**src/rtl/sst_pkg.sv**
```systemverilog
// Package: shared types and codes for the slot schedule table.
`timescale 1ns / 1ps
package sst_pkg;

  localparam logic [1:0] FN_ASSIGN = 2'd0;
  localparam logic [1:0] FN_MEMBER = 2'd1;
  localparam logic [1:0] FN_LOOKUP = 2'd2;
  localparam logic [1:0] FN_REMOVE = 2'd3;

  localparam logic [2:0] ST_OK      = 3'd0;
  localparam logic [2:0] ST_RANGE   = 3'd1;
  localparam logic [2:0] ST_ROLE    = 3'd2;
  localparam logic [2:0] ST_BUSY    = 3'd3;
  localparam logic [2:0] ST_NOT_OWN = 3'd4;
  localparam logic [2:0] ST_FULL    = 3'd5;
  localparam logic [2:0] ST_MISSING = 3'd6;

  localparam logic [1:0] REG_FRAME_LENGTH = 2'd0;
  localparam logic [1:0] REG_NODE_ROLE    = 2'd1;
  localparam logic [1:0] REG_OWN_GROUP    = 2'd2;

  localparam logic [1:0] ROLE_ROOT   = 2'd0;
  localparam logic [1:0] ROLE_LEADER = 2'd1;

  typedef struct packed {
    logic [1:0]  func;
    logic [7:0]  group_id;
    logic [7:0]  first_slot;
    logic [7:0]  last_slot;
    logic [63:0] member_address;
  } in_item_t;

  typedef struct packed {
    logic [2:0]  status;
    logic        entry_found;
    logic [7:0]  slot_offset;
    logic [3:0]  channel_offset;
    logic        entry_kind;
    logic [7:0]  entry_group;
    logic [63:0] neighbor;
    logic [5:0]  active_entries;
  } out_item_t;

  // Entry payload as stored in the table memory
  typedef struct packed {
    logic [7:0]  slot;
    logic [3:0]  channel;
    logic        is_member;
    logic [7:0]  group_id;
    logic [63:0] neighbor;
  } entry_t;

  typedef enum logic [2:0] {
    S_IDLE,
    S_SCAN,
    S_DECIDE,
    S_FILL,
    S_DONE
  } state_t;

endpackage

```
**src/rtl/slot_schedule_table.sv**
```systemverilog
// Top level: slot schedule table with memory-held entries and a scanning sequencer.
`timescale 1ns / 1ps
// Slot schedule table.
// Command channel: in_item is taken on a clock edge with start high and busy low.
// One result per item appears on out_item for one cycle with out_valid high;
// the receiver must take it then, it cannot stall the block.
// Configuration: cfg_valid/cfg_ready write channel, cfg_index selects
// frame_length (0), node_role (1) or own_group (2). Write only while idle.
// Entry fields live in a one-port synchronous memory of TABLE_ENTRIES rows;
// valid bits are flip-flops. Every item scans the table one row per cycle
// through the registered memory read. The next item can be taken at the same
// edge at which the result is taken. A successful range assignment first
// writes one leader row per slot of the range before the result is shown.
// The scan through the single memory port sets the rate.
// Reset clears valid bits, the used count and the registers
// (frame_length 101, role root, group 0); no clearing pass is needed.
module slot_schedule_table #(
  parameter int TABLE_ENTRIES = 32,
  parameter int CHANNELS      = 16
) (
  input  logic               clk,
  input  logic               rst_n,
  input  logic               start,
  output logic               busy,
  input  sst_pkg::in_item_t  in_item,
  output logic               out_valid,
  output sst_pkg::out_item_t out_item,
  input  logic               cfg_valid,
  output logic               cfg_ready,
  input  logic [1:0]         cfg_index,
  input  logic [8:0]         cfg_data
);

  localparam int IW = (TABLE_ENTRIES > 1) ? $clog2(TABLE_ENTRIES) : 1;
  localparam int CW = $clog2(TABLE_ENTRIES + 1);
  localparam int SW = (CW + 1 > 9) ? CW + 1 : 9;
  localparam logic [IW-1:0] LAST_IDX = IW'(TABLE_ENTRIES - 1);

  // configuration registers
  logic [8:0] frame_length_r;
  logic [1:0] node_role_r;
  logic [7:0] own_group_r;

  assign cfg_ready = 1'b1;

  always_ff @(posedge clk) begin
    if (!rst_n) begin
      frame_length_r <= 9'd101;
      node_role_r    <= 2'd0;
      own_group_r    <= 8'd0;
    end else if (cfg_valid) begin
      case (cfg_index)
        sst_pkg::REG_FRAME_LENGTH: frame_length_r <= cfg_data;
        sst_pkg::REG_NODE_ROLE:    node_role_r    <= cfg_data[1:0];
        sst_pkg::REG_OWN_GROUP:    own_group_r    <= cfg_data[7:0];
        default: ;
      endcase
    end
  end

  // channel of each slot, fixed at elaboration
  logic [3:0] chan_lut [256];
  for (genvar g = 0; g < 256; g++) begin : g_chan
    assign chan_lut[g] = 4'(g % CHANNELS);
  end

  // entry memory and valid bits
  sst_pkg::entry_t mem [TABLE_ENTRIES];
  sst_pkg::entry_t rd_q;
  logic [TABLE_ENTRIES-1:0] valid_r, valid_nxt;
  logic            mem_we;
  logic [IW-1:0]   mem_addr;
  sst_pkg::entry_t mem_wd;

  always_ff @(posedge clk) begin
    if (mem_we) mem[mem_addr] <= mem_wd;
    rd_q <= mem[mem_addr];
  end

  // sequencer state
  sst_pkg::state_t state_r, state_nxt;
  sst_pkg::in_item_t item_r, item_nxt;
  logic [IW-1:0] idx_r, idx_nxt;       // address being issued
  logic [IW-1:0] ridx_r, ridx_nxt;     // address of data in rd_q
  logic          rvld_r, rvld_nxt;     // rd_q holds a scanned row
  logic          hit_r, hit_nxt;       // found entry for addressed slot
  logic [IW-1:0] hit_idx_r, hit_idx_nxt;
  sst_pkg::entry_t hit_e_r, hit_e_nxt;
  logic          busy_hit_r, busy_hit_nxt; // any entry inside range
  logic [7:0]    fill_slot_r, fill_slot_nxt;
  logic [CW-1:0] used_r, used_nxt;
  logic          outv_r, outv_nxt;
  sst_pkg::out_item_t res_r, res_nxt;

  always_ff @(posedge clk) begin
    if (!rst_n) begin
      state_r <= sst_pkg::S_IDLE;
      valid_r <= '0;
      used_r  <= '0;
      outv_r  <= 1'b0;
      rvld_r  <= 1'b0;
    end else begin
      state_r <= state_nxt;
      valid_r <= valid_nxt;
      used_r  <= used_nxt;
      outv_r  <= outv_nxt;
      rvld_r  <= rvld_nxt;
    end
    item_r      <= item_nxt;
    idx_r       <= idx_nxt;
    ridx_r      <= ridx_nxt;
    hit_r       <= hit_nxt;
    hit_idx_r   <= hit_idx_nxt;
    hit_e_r     <= hit_e_nxt;
    busy_hit_r  <= busy_hit_nxt;
    fill_slot_r <= fill_slot_nxt;
    res_r       <= res_nxt;
  end

  // first free row, priority from row zero
  logic [IW-1:0] free_idx;
  always_comb begin
    free_idx = '0;
    for (int i = TABLE_ENTRIES - 1; i >= 0; i--) begin
      if (!valid_r[i]) free_idx = IW'(i);
    end
  end

  logic       range_bad;
  logic [8:0] span;
  logic [CW:0] free_cnt;
  always_comb begin
    if (item_r.func == sst_pkg::FN_ASSIGN)
      range_bad = ({1'b0, item_r.first_slot} >= frame_length_r) ||
                  ({1'b0, item_r.last_slot} >= frame_length_r) ||
                  (item_r.first_slot > item_r.last_slot);
    else
      range_bad = {1'b0, item_r.first_slot} >= frame_length_r;
    span     = {1'b0, item_r.last_slot} - {1'b0, item_r.first_slot} + 9'd1;
    free_cnt = (CW+1)'(TABLE_ENTRIES) - {1'b0, used_r};
  end

  always_comb begin
    logic [2:0] st;
    state_nxt     = state_r;
    valid_nxt     = valid_r;
    used_nxt      = used_r;
    item_nxt      = item_r;
    idx_nxt       = idx_r;
    ridx_nxt      = idx_r;
    rvld_nxt      = 1'b0;
    hit_nxt       = hit_r;
    hit_idx_nxt   = hit_idx_r;
    hit_e_nxt     = hit_e_r;
    busy_hit_nxt  = busy_hit_r;
    fill_slot_nxt = fill_slot_r;
    outv_nxt      = 1'b0;
    res_nxt       = res_r;
    mem_we        = 1'b0;
    mem_addr      = idx_r;
    mem_wd        = '0;
    st            = sst_pkg::ST_OK;

    // compare the row read last cycle
    if (rvld_r && valid_r[ridx_r]) begin
      if (rd_q.slot == item_r.first_slot && !hit_r) begin
        hit_nxt     = 1'b1;
        hit_idx_nxt = ridx_r;
        hit_e_nxt   = rd_q;
      end
      if (rd_q.slot >= item_r.first_slot && rd_q.slot <= item_r.last_slot)
        busy_hit_nxt = 1'b1;
    end

    case (state_r)
      sst_pkg::S_IDLE: begin
        if (start) begin
          item_nxt     = in_item;
          idx_nxt      = '0;
          hit_nxt      = 1'b0;
          busy_hit_nxt = 1'b0;
          state_nxt    = sst_pkg::S_SCAN;
        end
      end
      sst_pkg::S_SCAN: begin
        mem_addr = idx_r;
        rvld_nxt = 1'b1;
        if (idx_r == LAST_IDX) state_nxt = sst_pkg::S_DECIDE;
        else idx_nxt = idx_r + 1'b1;
      end
      sst_pkg::S_DECIDE: begin
        // last row's compare lands this cycle; use forwarded results
        res_nxt = '0;
        if (range_bad) st = sst_pkg::ST_RANGE;
        else begin
          case (item_r.func)
            sst_pkg::FN_ASSIGN: begin
              if (node_role_r != sst_pkg::ROLE_ROOT) st = sst_pkg::ST_ROLE;
              else if (busy_hit_nxt) st = sst_pkg::ST_BUSY;
              else if (SW'(free_cnt) < SW'(span)) st = sst_pkg::ST_FULL;
            end
            sst_pkg::FN_MEMBER: begin
              if (node_role_r != sst_pkg::ROLE_LEADER) st = sst_pkg::ST_ROLE;
              else if (!hit_nxt || hit_e_nxt.is_member ||
                       hit_e_nxt.group_id != own_group_r) st = sst_pkg::ST_NOT_OWN;
              else begin
                mem_we   = 1'b1;
                mem_addr = hit_idx_nxt;
                mem_wd   = hit_e_nxt;
                mem_wd.is_member = 1'b1;
                mem_wd.group_id  = own_group_r;
                mem_wd.neighbor  = item_r.member_address;
              end
            end
            sst_pkg::FN_LOOKUP: begin
              if (!hit_nxt) st = sst_pkg::ST_MISSING;
              else begin
                res_nxt.entry_found    = 1'b1;
                res_nxt.slot_offset    = hit_e_nxt.slot;
                res_nxt.channel_offset = hit_e_nxt.channel;
                res_nxt.entry_kind     = hit_e_nxt.is_member;
                res_nxt.entry_group    = hit_e_nxt.group_id;
                res_nxt.neighbor       = hit_e_nxt.is_member ? hit_e_nxt.neighbor : '0;
              end
            end
            sst_pkg::FN_REMOVE: begin
              if (!hit_nxt) st = sst_pkg::ST_MISSING;
              else begin
                valid_nxt[hit_idx_nxt] = 1'b0;
                used_nxt = used_r - 1'b1;
              end
            end
            default: ;
          endcase
        end
        res_nxt.status = st;
        if (item_r.func == sst_pkg::FN_ASSIGN && st == sst_pkg::ST_OK) begin
          fill_slot_nxt = item_r.first_slot;
          state_nxt     = sst_pkg::S_FILL;
        end else state_nxt = sst_pkg::S_DONE;
      end
      sst_pkg::S_FILL: begin
        // one new leader row per cycle into the first free row
        mem_we           = 1'b1;
        mem_addr         = free_idx;
        mem_wd.slot      = fill_slot_r;
        mem_wd.channel   = chan_lut[fill_slot_r];
        mem_wd.is_member = 1'b0;
        mem_wd.group_id  = item_r.group_id;
        mem_wd.neighbor  = '0;
        valid_nxt[free_idx] = 1'b1;
        used_nxt      = used_r + 1'b1;
        fill_slot_nxt = fill_slot_r + 8'd1;
        if (fill_slot_r == item_r.last_slot) state_nxt = sst_pkg::S_DONE;
      end
      sst_pkg::S_DONE: begin
        outv_nxt = 1'b1;
        res_nxt.active_entries = 6'(used_r);
        state_nxt = sst_pkg::S_IDLE;
      end
      default: state_nxt = sst_pkg::S_IDLE;
    endcase
  end

  // the result register frees the sequencer while the result is shown
  assign busy      = (state_r != sst_pkg::S_IDLE);
  assign out_valid = outv_r;
  assign out_item  = res_r;

  // checks
  a_used_match: assert property (@(posedge clk) disable iff (!rst_n)
    (state_r == sst_pkg::S_IDLE) |-> (CW'($countones(valid_r)) == used_r))
    else $error("used count differs from valid bits");
  a_one_pulse: assert property (@(posedge clk) disable iff (!rst_n)
    out_valid |=> !out_valid)
    else $error("result strobe longer than one cycle");
  a_idle_out: assert property (@(posedge clk) disable iff (!rst_n)
    out_valid |-> (state_r == sst_pkg::S_IDLE))
    else $error("result shown while sequencer active");
  a_fill_room: assert property (@(posedge clk) disable iff (!rst_n)
    (state_r == sst_pkg::S_FILL) |-> !valid_r[free_idx])
    else $error("fill found no free row");

endmodule

```
**config.mk**
```make
export PLATFORM = sky130hd
export DESIGN_NAME = slot_schedule_table
export DESIGN_NICKNAME = d
export VERILOG_FILES = /design/src/rtl/sst_pkg.sv /design/src/rtl/slot_schedule_table.sv
export SDC_FILE = /design/constraint.sdc
export NUM_CORES = 2
export LEC_CHECK = 0
export BUFFER_PORTS_ARGS = -buffer_cell sky130_fd_sc_hd__buf_2
export CAP_MARGIN = 10
export CORE_ASPECT_RATIO = 0.8
export CORE_MARGIN = 1
export CORE_UTILIZATION = 40
export CTS_CLUSTER_DIAMETER = 50
export DETAILED_ROUTE_END_ITERATION = 16
export PLACE_DENSITY_LB_ADDON = 0.15
export SLEW_MARGIN = 20
export SYNTH_ARGS = -nofsm -noshare
export SYNTH_HDL_FRONTEND = slang
export SYNTH_SLANG_ARGS = --single-unit
```
**constraint.sdc**
```tcl
create_clock -name clk -period 9.7 [get_ports clk]
set_clock_uncertainty 0.2 [all_clocks]
set_input_delay 0.485 -clock clk [delete_from_list [all_inputs] [get_ports clk]]
set_output_delay 0.485 -clock clk [all_outputs]
set_load 0.1 [all_outputs]
```
======== After elaboration in Yosys (flattened, before gate mapping) ========
Memory sizes are Yosys's and may differ from the RTL's. A register that Yosys moved wholly into a read port is not among the register bits.
Index checks and enable logic that the tools add are counted.
word-level totals
  memories kept ........................... 2
  bits in read-only memories .............. 1024
  bits in latches ......................... 0
  bits in registers ....................... 357
  word-level logic and storage cells ...... 217
  RAM bits ................................ 2720
  output and inout bits ................... 98
  input bits .............................. 105
operators by class
  mux-type cells .......................... 102
  shift-type cells ........................ 0
  equal/unequal tests ..................... 22
  reduce and logical (&&, ||, !) cells .... 33
  $lt $le $gt $ge ......................... 12
  add/subtract/negate cells ............... 7
  multiply operators ...................... 0
  divide/modulo/power cells ............... 0
  bitwise operators ....................... 7
memories
  name             words  width  rd ports  clocked after memory_dff  wr ports  RTL line                    text
  mem              32     85     1         1                         1         slot_schedule_table.sv:68   sst_pkg::entry_t mem [TABLE_ENTRIES];
  (no name shown)  256    4      1         0                         0         slot_schedule_table.sv:247  mem_wd.channel = chan_lut[fill_slot_r];
operators by type and width
  cell                  number
  $mux W85              6
  $mux W5               40
  $pmux W85 S2          1
  $mux W32              3
  $mux W86              1
  $mux W64              1
  $pmux W32 S2          1
  $mux W3               12
  $and A32 B32 Y32      1
  $not A32 Y32          1
  $or A32 B32 Y32       1
  $pmux W6 S2           2
  $mux W1               20
  $pmux W5 S2           2
  $ge A8 B9 Y1          2
  $lt A5 B6 Y1 const B  3
  $mux W6               3
  $eq A8 B8 Y1          2
  $pmux W8 S2           1
  $ne A2 B2 Y1 const B  7
  $pmux W3 S4           1
  $demux W1 S5          2
  $ge A5 B1 Y1 const B  2
  $reduce_and A2 Y1     5
  other kinds (39)      63

======== Longest topological paths before layout ========
  depth after elaboration ................. 38
  gate-level depth with buffers ........... 21
  depth with buffers taken out ............ 18

======== Least setup slack after synthesis ========
No wires, ideal clock.
  path kind ............................... register to register
  from .................................... register state_r[0]
  to ...................................... memory mem[6][0] (netlist bit), enable pin
  period minus slack after synthesis ...... 8.441 ns
  path slack .............................. 1.259 ns
  setup time .............................. 0.529 ns
  buffers on the path ..................... 3
  stages on the path, launching flop included .. 13
  data arrival time ....................... 7.712 ns
  required time ........................... 8.971 ns
  cells stage by stage .................... dfxtp_1 -> nor2_1 -> nand2_1 -> inv_1 -> nand2_1 -> nor4_1 -> nand2b_1 -> o221ai_1 -> buf_2 -> buf_2 -> buf_1 -> nand2_1 -> nor2_1
on the way
  cells in the longest elaborated chain, start to end .. 4
  elaborated cells between the ends (all ways) .. 6
  those cells by class .................... eq/ne (2); mux (4)
RTL lines
  item                           RTL line                    text
  start, declared                slot_schedule_table.sv:81   sst_pkg::state_t state_r, state_nxt;
  start signal, assigned         slot_schedule_table.sv:97   state_r <= sst_pkg::S_IDLE;
  start signal, assigned         slot_schedule_table.sv:103  state_r <= state_nxt;
  $eq A3 B2 Y1                   slot_schedule_table.sv:175  case (state_r)
  $pmux W1 S2                    slot_schedule_table.sv:175
  $mux W1                        slot_schedule_table.sv:76   if (mem_we) mem[mem_addr] <= mem_wd;
  $mux W1 (not written as such)  slot_schedule_table.sv:76
  end, declared                  slot_schedule_table.sv:68
Several ways; a longest one is shown, not always the timed one.

======== Final worst setup path ========
  from .................................... register ridx_r[0]
  to ...................................... register rd_q[60] (netlist name)
on the way
  cells in the longest elaborated chain, start to end .. 12
  elaborated cells between the ends (all ways) .. 16
  those cells by class .................... eq/ne (1); mux (11); reduce/logical (4)
RTL lines
  item                                              RTL line                    text
  start, declared                                   slot_schedule_table.sv:84   logic [IW-1:0] ridx_r, ridx_nxt;
  start signal, assigned                            slot_schedule_table.sv:111  ridx_r <= ridx_nxt;
  branches (longest 7 deep; another with $mux W85)  n/a
  $mux W5 *                                         slot_schedule_table.sv:204  else if (!hit_nxt || hit_e_nxt.is_member ||
  $mux W5 *                                         slot_schedule_table.sv:203  if (node_role_r != sst_pkg::ROLE_LEADER) st = sst_pkg::ST_ROLE;
  $mux W5 *                                         slot_schedule_table.sv:196  case (item_r.func)
  $mux W5 *                                         slot_schedule_table.sv:194  if (range_bad) st = sst_pkg::ST_RANGE;
  $pmux W5 S2 *                                     slot_schedule_table.sv:175
Every way passes the cells marked *. The select of a mux whose other input is x is not followed.
A chain may end at the register's enable or synchronous reset.

==> reports/results.txt <==
The run finished with clean final reports. Summing the sequential cell areas from Yosys gives 76.8% of the chip area. The cell area after synthesis came out at 120000 µm².

The share of synthesized area spent on multiplexers works out to 11.9%. Ranked by instance count, the synthesized netlist is headed by 2918 x sky130_fd_sc_hd__edfxtp_1, 1341 x sky130_fd_sc_hd__mux2i_1, 651 x sky130_fd_sc_hd__o22ai_1. For the violation count after the first detailed-routing iteration, the log shows 7128. Setup violations remaining at the end of the flow were counted as 0. In this run the tightest slew margin relative to its limit is 22.8%.

The buffer and inverter count on the worst path works out to 4. Including well taps, the total number of placed cells is 10973. The synthesized-area fraction occupied by adder cells is 0.750%, and the post-detailed-route count of antenna-violating nets is 0.

Measured in cells, the most critical reg-to-reg path has a length of 15. In this run the post-CTS setup repair buffer count came out at 0. Across the VDD grid, the largest voltage drop is 156 µV. The first global-routing pass estimated 501000 µm of wire.

The power density over cell area works out to 215 nW/µm². The number of hold-slack violations in the final timing report came out at 0. The pin count of the biggest net entering global routing is 109, and the placement row count is 179. The final route contains 66490 vias. The routability-driven placement congestion ratio is 0.797. After synthesis, the largest family of logic cells by area is multiplexers. Wires add up to 357000 µm.

The cell with the most instances after synthesis is sky130_fd_sc_hd__edfxtp_1. Counting every net in the synthesized netlist gives 7126. The final-layout fill cell count was 25276. In the synthesized netlist the dominant register cell turns out to be sky130_fd_sc_hd__edfxtp_1.

Type of the setup path with the least slack: reg2reg. Latest clock arrival within the worst-skew pair: 890 ps. The worst hold path begins at in_item[64].

TritonCTS built the clock tree. The synthesized design contains 3162 register bits. For this design, the CTS-stage hold fixing added 120 buffers. The tools report the number of nets in the final layout as 7638. The worst hold path passes through 2 cells. At the pin with the least slew margin, the transition time is 1160 ps.

The worst setup path is captured at a register. For the number of global-route vias before repair, the log shows 64893. Class of the most critical hold timing path: in2reg. The biggest area contributor in the post-synthesis netlist is sky130_fd_sc_hd__edfxtp_1.

On the worst path, the slowest cell contributes a delay of 960 ps. The cell family with the largest share of critical-path delay is buffers and inverters. The post-layout worst setup margin was 1550 ps; the H-tree depth was 5.

Along the worst path, the maximum fanout reaches 87. The die is 616 µm wide. A synthesized cell averages 17.3 µm².

Worst flop-to-flop path endpoint: rd_q[60]. Setup repair after global routing left no endpoint under its margin. The minimum clock period is 8150 ps, and the number of warning messages in the yosys log is 0. Input and output buffers added on the ports amount to 201. Summed over its instances, the top area cell type makes up 72.7% of the synthesized netlist area.

The total overflow left after global routing is 0. The number of search-and-repair iterations in the first detailed-routing pass came out at 5. Die height: 493 µm. The clock buffer count from CTS came out at 347. Tracing the worst setup path back leads to its startpoint at ridx_r[0].

The die area is 303000 µm². Data on the critical path is required at its endpoint by 10210 ps. The slowest stage of the critical path belongs to the cell sky130_fd_sc_hd__nor4_1.

Summing the areas of all compound-gate instances in the mapped netlist gives 4.95% of the synthesized area. The clock net in this run drives a total of 3162 sinks. The setup slack at placement came out at 1570 ps. The multi-input combinational cells in the finished layout cover a total of 26500 µm².

Most common cell type on the critical path: sky130_fd_sc_hd__buf_12. After clock tree synthesis, the clock-pin slew on the worst setup and hold paths is 60 ps. Summing the areas of all and, or, nand and nor instances in the mapped netlist gives 3.72% of the synthesized area. Share of post-route cells with drive strength above 1: 14.7%. By area the synthesized netlist is led by sky130_fd_sc_hd__edfxtp_1 73%, sky130_fd_sc_hd__mux2i_1 11%, sky130_fd_sc_hd__dfxtp_1 4.1%. The synthesized design contains 2918 enable-type register cells. For this run, the total global-route usage over all layers was measured as 23.0%. The tools report the kind of start point of the critical path as a register. The fraction of synthesis flops using an asynchronous set or reset pin works out to 0%. The number of antenna violations at the first check in global routing is 16, and the area of the core is 298000 µm². The tool flagged a number of max-cap violations equal to 0. The post-layout instance count excluding filler cells was 11743; the largest buffer count on any clock path was 4. The worst hold path terminates at item_r[64].

The area growth from synthesis to layout is 16.7%. The sequential cells in the finished layout cover a total of 92500 µm². Number of standard cells after synthesis: 6950. Dividing the detail-routed wire length by the instance count gives 30.4 µm. The logs give 75 for the number of distinct standard cells referenced by the synthesized netlist and 30.2 mW for the total power draw. The signal on the critical path passes through mux2i_1 > mux4_2 > a31oi_1 > and4_4 > buf_4 > a221o_1 > nor4_2 > o221ai_4 > buf_12 > buf_12 > buf_12 > mux2i_1 > o22ai_1 > nor4_1 > nand2_1. The upper clock frequency limit is 0.123 GHz, and the detail-routed via count per cell is 5.66. The count of unresolved DRC violations after routing was 0; the setup TNS was 0 ps. Summed over all cells, the static leakage comes to 45.6 nW. For this configuration, the core starts out at a cell density of 40.4%. In this run the clock root is driven by a sky130_fd_sc_hd__clkbuf_16. The tools report the startpoint of the most critical register-to-register path as ridx_r[0]. The post-synthesis xor/xnor area fraction is 0.247%. After clock tree synthesis, the repair step resized 0 gates. In this run the count of I/O pins placed on the die edge is 203. The signal arrival time at the worst endpoint was 8660 ps; the flop-to-flop setup slack was 1550 ps.

The tools report the total half-perimeter wirelength after legalization and detailed placement as 191000 µm. The share of the clock period used by the worst path was 84.0%; the number of max-slew violations in the final report was 0.
[registers in the layout, summed over array words and instances (netlist names)]
register        count
busy_hit_r          1
out_valid           1
hit_idx_r           5
item_r             90
hit_e_r            85
hit_r               1
ridx_r              5
frame_length_r      9
out_item           95
rvld_r              1
state_r             3
idx_r               5
used_r              6
fill_slot_r         8
node_role_r         2
valid_r            32
rd_q               85
own_group_r         8
mem              2720
[per-stage QoR]
step	utilization [%]	hold slack, ps	instance area [µm²]
6_report	47.1	101	141000
2_1_floorplan	-	196	120000
3_5_place_dp	42.7	258	127000
5_1_grt	47.1	74.7	140000
3_3_place_gp	42.7	252	127000
4_1_cts	47.1	39.8	140000
[layer usage]
metal	track usage, %	routed length [µm]	vias up
met2	35.9	162000	2402
met1	34.6	165000	34992
li1	-	-	28637
met3	2.83	21900	457
met5	0	13	-
met4	5.08	7440	2
[layout by cell type (no fill, tap or decap), drive strengths merged, types with 110 or more instances in the layout]
cell type and count:
buf 403, edfxtp 2918, inv 110, o22ai 651
mux2i 1341, clkbuf 476, dlygate4sd3 121, dfxtp 244
nor4 181, nand2 328
[worst max path at each step]
stage                endpoint  slack (ps)  cells after the start
global route         rd_q[60]        1350                     15
detailed placement   rd_q[60]        1570                     15
finish               rd_q[60]        1550                     15
global placement     rd_q[19]        1100                     14
floorplan           mem[6][0]        1260                     12
CTS                  rd_q[60]        1590                     15
[kinds of logic (layout without fill, tap and decap cells)]
family,Yosys count,after routing
DFF,3162,3162
AOI/OAI and AO/OA,954,954
xor gates and xnor gates,34,34
and+or+nand+nor,872,872
other,1,8
muxes,1417,1417
buffers and inverters,439,1243
adders and majority gates,71,71
[worst reg2reg max path: stages (launching register included)]
cell	delay [ps]
sky130_fd_sc_hd__dfxtp_1	900
sky130_fd_sc_hd__mux2i_1	190
sky130_fd_sc_hd__mux4_2	520
sky130_fd_sc_hd__a31oi_1	330
sky130_fd_sc_hd__and4_4	820
sky130_fd_sc_hd__buf_4	700
sky130_fd_sc_hd__a221o_1	470
sky130_fd_sc_hd__nor4_2	150
sky130_fd_sc_hd__o221ai_4	540
sky130_fd_sc_hd__buf_12	410
sky130_fd_sc_hd__buf_12	680
sky130_fd_sc_hd__buf_12	510
sky130_fd_sc_hd__mux2i_1	420
sky130_fd_sc_hd__o22ai_1	110
sky130_fd_sc_hd__nor4_1	960
sky130_fd_sc_hd__nand2_1	90
[area by class of cell]
class | instances | area share, %
antenna | 7 | 0.0125
clock buffer | 476 | 6.97
clock inverter | 165 | 1.46
inverter | 78 | 0.221
multi-input combinational | 3349 | 18.9
sequential | 3162 | 65.8
tap | 3982 | 3.55
timing repair buffer | 524 | 3.10
[power by group]
part | switching, mW | total (mW) | internal [mW]
combinational | 1.07 | 1.72 | 0.650
sequential | 0.0821 | 14.8 | 14.7
clock | 5.52 | 13.6 | 8.11
No activity file was read; power rests on OpenSTA's default activity.
